File: src/rtl/acm_pkg.sv
// ----------------------------------------------------------------------------
// acm_pkg
// Shared types and constants for the multi-pattern string matcher.
// ----------------------------------------------------------------------------
`default_nettype none

package acm_pkg;

  localparam int REQ_W       = 2;
  localparam int SYM_W       = 5;
  localparam int CNT_W       = 11;
  localparam int TOTAL_MAX   = 2047;
  localparam int NODES_DEF   = 1024;
  localparam int ALPHA_DEF   = 26;
  localparam int QUEUE_DEPTH = 2;

  typedef enum logic [REQ_W-1:0] {
    REQ_CLEAR   = 2'd0,
    REQ_PATTERN = 2'd1,
    REQ_BUILD   = 2'd2,
    REQ_TEXT    = 2'd3
  } req_e;

  typedef enum logic [2:0] {
    OP_NOP,
    OP_CLEAR,
    OP_INSERT,
    OP_BUILD,
    OP_MATCH
  } op_e;

  typedef enum logic [1:0] {
    MARK_NONE = 2'd0,
    MARK_END  = 2'd1,
    MARK_SEEN = 2'd2
  } mark_e;

  typedef enum logic [3:0] {
    S_INIT,
    S_IDLE,
    S_INS_RD,
    S_MT_RD,
    S_WALK,
    S_B_HEAD,
    S_B_CUR,
    S_B_FAIL,
    S_B_K
  } state_e;

  typedef struct packed {
    op_e              op;
    logic [SYM_W-1:0] sym;
    logic             last;
  } item_t;

endpackage

`default_nettype wire

File: src/rtl/acm_front.sv
// ----------------------------------------------------------------------------
// acm_front
// Accepts request beats, decodes them into operations and queues them.
// ----------------------------------------------------------------------------
`default_nettype none

module acm_front #(
  parameter int ALPHABET = acm_pkg::ALPHA_DEF
) (
  input  wire logic                       clk_i,
  input  wire logic                       rst_ni,
  input  wire logic                       in_valid_i,
  output logic                            in_stall_o,
  input  wire logic [acm_pkg::REQ_W-1:0]  req_type_i,
  input  wire logic [acm_pkg::SYM_W-1:0]  symbol_i,
  input  wire logic                       last_i,
  input  wire logic                       pop_i,
  output logic                            avail_o,
  output acm_pkg::item_t                  item_o
);

  localparam int PW = $clog2(acm_pkg::QUEUE_DEPTH);

  acm_pkg::item_t            mem_q [acm_pkg::QUEUE_DEPTH];
  acm_pkg::item_t            item_c;
  logic [PW-1:0]             wptr_q, rptr_q;
  logic [PW:0]               cnt_q;
  logic                      push, in_rng;

  assign in_rng     = {4'd0, symbol_i} < 9'(ALPHABET);
  assign in_stall_o = (cnt_q == (PW+1)'(acm_pkg::QUEUE_DEPTH));
  assign push       = in_valid_i && !in_stall_o;
  assign avail_o    = (cnt_q != '0);
  assign item_o     = mem_q[rptr_q];

  always_comb begin
    item_c.sym  = symbol_i;
    item_c.last = last_i;
    unique case (acm_pkg::req_e'(req_type_i))
      acm_pkg::REQ_CLEAR:   item_c.op = acm_pkg::OP_CLEAR;
      acm_pkg::REQ_BUILD:   item_c.op = acm_pkg::OP_BUILD;
      acm_pkg::REQ_PATTERN: item_c.op = in_rng ? acm_pkg::OP_INSERT : acm_pkg::OP_NOP;
      acm_pkg::REQ_TEXT:    item_c.op = in_rng ? acm_pkg::OP_MATCH : acm_pkg::OP_NOP;
      default:              item_c.op = acm_pkg::OP_NOP;
    endcase
  end

  always_ff @(posedge clk_i) begin
    if (push) begin
      mem_q[wptr_q] <= item_c;
    end
  end

  always_ff @(posedge clk_i or negedge rst_ni) begin
    if (!rst_ni) begin
      wptr_q <= '0;
      rptr_q <= '0;
      cnt_q  <= '0;
    end else begin
      if (push)  wptr_q <= wptr_q + 1'b1;
      if (pop_i) rptr_q <= rptr_q + 1'b1;
      if (push && !pop_i)      cnt_q <= cnt_q + 1'b1;
      else if (!push && pop_i) cnt_q <= cnt_q - 1'b1;
    end
  end

endmodule

`default_nettype wire

File: config.mk
export PLATFORM = sky130hd
export DESIGN_NAME = acm_front
export DESIGN_NICKNAME = d
export VERILOG_FILES = /design/src/rtl/acm_pkg.sv /design/src/rtl/acm_front.sv
export SDC_FILE = /design/constraint.sdc
export NUM_CORES = 1
export LEC_CHECK = 0
export BUFFER_PORTS_ARGS = -buffer_cell sky130_fd_sc_hd__buf_2
export CAP_MARGIN = 20
export CORE_MARGIN = 1
export CORE_UTILIZATION = 50
export CTS_BUF_LIST = sky130_fd_sc_hd__clkbuf_4 sky130_fd_sc_hd__clkbuf_8 sky130_fd_sc_hd__clkbuf_16
export DETAILED_ROUTE_END_ITERATION = 16
export PLACE_DENSITY = 0.76
export SYNTH_ARGS = -nofsm -noshare
export SYNTH_HDL_FRONTEND = slang
export SYNTH_SLANG_ARGS = --single-unit
File: constraint.sdc
create_clock -name clk_i -period 2.2 [get_ports clk_i]
set_clock_uncertainty 0.15 [all_clocks]
set_input_delay 0.11 -clock clk_i [delete_from_list [all_inputs] [get_ports clk_i]]
set_output_delay 0.11 -clock clk_i [all_outputs]
set_load 0.05 [all_outputs]
Word-level counts from Yosys, hierarchy flattened --
Memory sizes are Yosys's and may differ from the RTL's. Index checks and enable logic that the tools add are counted. Widths: inputs -> output; s select.
Word-level totals: input bits 12, RAM bits 18, memories kept 1, register bits 4
Memories:
- mem_q | words 2, width 9, rd ports 1, clocked after Yosys merged registers in 0, wr ports 1, RTL line acm_front.sv:24 | acm_pkg::item_t mem_q [acm_pkg::QUEUE_DEPTH];
Cells by class: reductions and logical operators 9, equal/unequal tests 4, order comparisons 1, add/subtract/negate cells 4, multiplexer cells 7
Operators with widths (count):
- $pmux 3 s4 | 1
- $eq 2x2->1 const B | 3
- $mux 2 | 3
- $lt 5x5->1 const B | 1
- $reduce_bool 2->1 | 2
- $logic_and 1x1->1 | 3
- $logic_not 1->1 | 3
- $mux 3 | 1
- $add 1x1->1 const B | 2
- $add 2x1->2 const B | 1
- $eq 2x1->1 const B | 1
- $logic_not 2->1 | 1
- $mux 1 | 2
- $sub 2x1->2 const B | 1

Logic depth before layout (Yosys ltp) --
word-level depth 7, gate-level depth with buffers 7, depth with buffers taken out 7

Worst setup path before layout --
Ideal clock, no wire load.
kind flip-flop to flip-flop, from reg cnt_q[0], to mem mem_q[0][0] in the netlist's numbering (enable), data required time 1.676 ns, data arrival time 1.035 ns, buffers on the path 0, slack 0.640 ns, library setup time 0.374 ns, stages on the path, launching flop included 4, path through dfrtp_1 > nand2b_1 > nand2_2 > nor2_1
On the way: cells in the longest elaborated chain, start to end 5
RTL lines:
- start, declared | RTL line acm_front.sv:27 | logic [PW:0] cnt_q;
- start signal, assigned | RTL line acm_front.sv:62 | if (push && !pop_i) cnt_q <= cnt_q + 1'b1;
- start signal, assigned | RTL line acm_front.sv:63 | else if (!push && pop_i) cnt_q <= cnt_q - 1'b1;
- $eq 2x2->1 | RTL line acm_front.sv:31 | assign in_stall_o = (cnt_q == (PW+1)'(acm_pkg::QUEUE_DEPTH));
- $logic_not 1->1 | RTL line acm_front.sv:32 | assign push = in_valid_i && !in_stall_o;
- $logic_and 1x1->1 | RTL line acm_front.sv:32
- $mux 1 | RTL line acm_front.sv:49 | if (push) begin
- $mux 1 (not written as such) | RTL line acm_front.sv:50 | mem_q[wptr_q] <= item_c;
- end, declared | RTL line acm_front.sv:24
No other way between the ends.

==> out/metrics.csv <==
stage,metric,value,unit
worst_setup_path,critPathMaxStageDelay,0.73,ns
worst_setup_path,path_class,reg2out,
synthesis,syn_inst,52,
synthesis,synth_nets,65,
placed_design,place.port_buffers,22,
worst_setup_path,path_cells,"mux2_4, buf_2",
cts,clock_sinks,22,
synthesis,ys_types,17,
pwr,power_density,1353,nW/um^2
die,io_pins,23,
timing,setup_violations,0,
die,start_util,53.62,%
status,status,"finished, final reports clean",
worst_setup_path,cp_data_required_time,1.94,ns
synthesis,seq_area_frac_synth,69.19,%
timing,fmax,543.2,MHz
cts,cts_resized,0,
pwr,p_total,1.642,mW
die,die_h,45.03,um
worst_setup_path,critical_path.endpoint,item_o[8],
cts,clkTransAtPathRegs,0.10,ns
run,cap_violations,0,
cts,clockBufferDepth,2,
final_layout,fin_nets,104,
pwr,ir_worst_vdd,1.063,mV
routing,routed_wl,1508,um
routing,drt_iter0_markers,2,
worst_setup_path,crit_arrival,1.58,ns
synthesis,yosys_warnings,0,
routing,firstDrtPassIters,4,
routing,via_per_inst,4.626,
grt,grt-ovfl-total,0,
cts,clock-root-buffer,clkbuf_4,
grt,antenna_found_initial,0,
synthesis,ys_seq_elements,22,
final_layout,diodes,0,
worst_setup_path,crit_start,rptr_q,
worst_setup_path,start_kind,flip-flop,
placed_design,dp_hpwl,917.9,um
timing,setup_tns,0,ns
worst_setup_path,r2r-end,cnt_q[1],
cts,post-cts-setup-buffers,0,
timing,rsz0062_at_grt,no,
final_layout,final_core_utilization,70.29,%
synthesis,syn-cell-area,925.9,um^2
timing,fin_ws,0.3592,ns
synthesis,syn-mean-instance-area,17.81,um^2
cts,cts_inserted_buffers,3,
routing,drtAntennaViolNets,0,
grt,grt_usage,16.51,%
routing,wl_per_cell,13.11,um
timing,slew_headroom,60.84,%
timing,fin_crit_sh,83.67,%
final_layout,multi_input_area,259.0,um^2
worst_setup_path,crit_buf_inv,1,
worst_setup_path,worstPathMaxFanout,10,
worst_setup_path,critical_path_cell_count,2,
placed_design,pre_cts_slack,0.6056,ns
die,core-area,1727,um^2
placed_design,dpl.cell_count,99,
final_layout,fillCellCount,137,
die,die_width,45.03,um
final_layout,finalNonFillerCells,115,
worst_setup_path,reg2reg_depth,6,
worst_setup_path,reg2reg_from,cnt_q[0],
timing,drv_slew,0,
worst_setup_path,cp_slowest_cell,dfrtp_1,
die,fp-row-count,15,
worst_setup_path,r2r_slack,0.60,ns
placed_design,gp_routability_congestion,0.6199,
routing,vias,532,
die,die_area,2028,um^2
final_layout,drive_gt1_share,43.33,%
final_layout,area_delta_synth_final,31.08,%
cts,cts_tree,yes,
timing,final_hold_viol_count,0,
timing,period_needed,1.841,ns
grt,grt_max_degree,13,
routing,drc,0,
hold_path,hold_path_class,reg2reg,
worst_setup_path,crit_family,flip-flops,
pwr,p_leak,0.5390,nW
cts,postCtsHoldBufs,12,
timing,tightest_slew,0.5874,ns
worst_setup_path,end_kind,output port,
cts,htreeDepth,1,
grt,grt_pass1_wl,2214,um
grt,grt_pass1_vias,528,
final_layout,seq_area,640.6,um^2
cts,clkLatencyLatePin,0.29,ns
[sequential cells by signal, summed over array words and instances (netlist names)]
signal and count:
cnt_q 2, mem_q 18, wptr_q 1, rptr_q 1
[metal layers]
layer  track usage [%]  wire length [um]  share of wire, %
met5                 0                 0                 0
met3             2.400                49               3.2
met2             30.43               833                55
met4             9.091                10              0.66
met1             17.93               614                41
[Yosys cell counts, drive strengths merged]
library cell	n	share of area (%)
and3	2	1.4
buf	1	1.2
dfrtp	4	11
edfxtp	18	58
ha	1	1.4
inv	4	1.6
mux2	9	15
mux2i	1	1.1
nand2	2	1.1
nand2b	1	0.68
nor2	2	0.81
o211ai	1	0.81
or2	1	0.68
xnor2	2	2.7
xor2	3	2.8
[logic make-up (layout without fill, tap and decap cells)]
logic type,count (synthesis),count (layout),synth area share (%)
buf+inv,5,43,2.837
simple gates,8,8,4.596
flops,22,22,69.19
mux,10,10,15.68
compound gates,1,1,0.8111
xor+xnor,5,5,5.542
fa+ha+maj,1,1,1.351
[power breakdown]
part,leakage (nW),internal [mW],switching [mW]
clock network,0.0184,0.0828,0.110
logic,0.306,0.286,0.484
registers,0.214,0.580,0.100
[through the flow]
stage	hold slack, ns	area, um^2
2_1_floorplan	-0.3356	925.9
3_3_place_gp	-0.2312	1064
3_5_place_dp	-0.2314	1064
4_1_cts	0.3537	1214
5_1_grt	0.3835	1214
6_report	0.3710	1214
[layout make-up]
cell class,instances,share of cell area [%]
sequential,22,52.78
timing repair buffer,35,19.59
inverter,4,1.237
tap,25,2.577
multi-input combinational,25,21.34
clock buffer,4,2.474
[how the worst min path moves through the flow]
stage | startpoint | to | slack [ns] | depth (start not counted)
6_report | cnt_q[1] | cnt_q[1] | 0.37 | 1
5_1_grt | cnt_q[1] | cnt_q[1] | 0.38 | 1
4_1_cts | cnt_q[1] | cnt_q[1] | 0.35 | 1
3_5_place_dp | rst_ni | cnt_q[0] | -0.23 | 1
3_3_place_gp | rst_ni | cnt_q[0] | -0.23 | 1
2_1_floorplan | rst_ni | cnt_q[0] | -0.34 | 0
[cells in the final DEF, fill, tap and decap left out, drive strengths merged]
cell         Yosys  routed
and3             2       2
buf              1      23
clkbuf           0       4
dfrtp            4       4
dlygate4sd3      0      12
edfxtp          18      18
ha               1       1
inv              4       4
mux2             9       9
mux2i            1       1
nand2            2       2
nand2b           1       1
nor2             2       2
o211ai           1       1
or2              1       1
xnor2            2       2
xor2             3       3
Power figures use the tool's default switching activity.
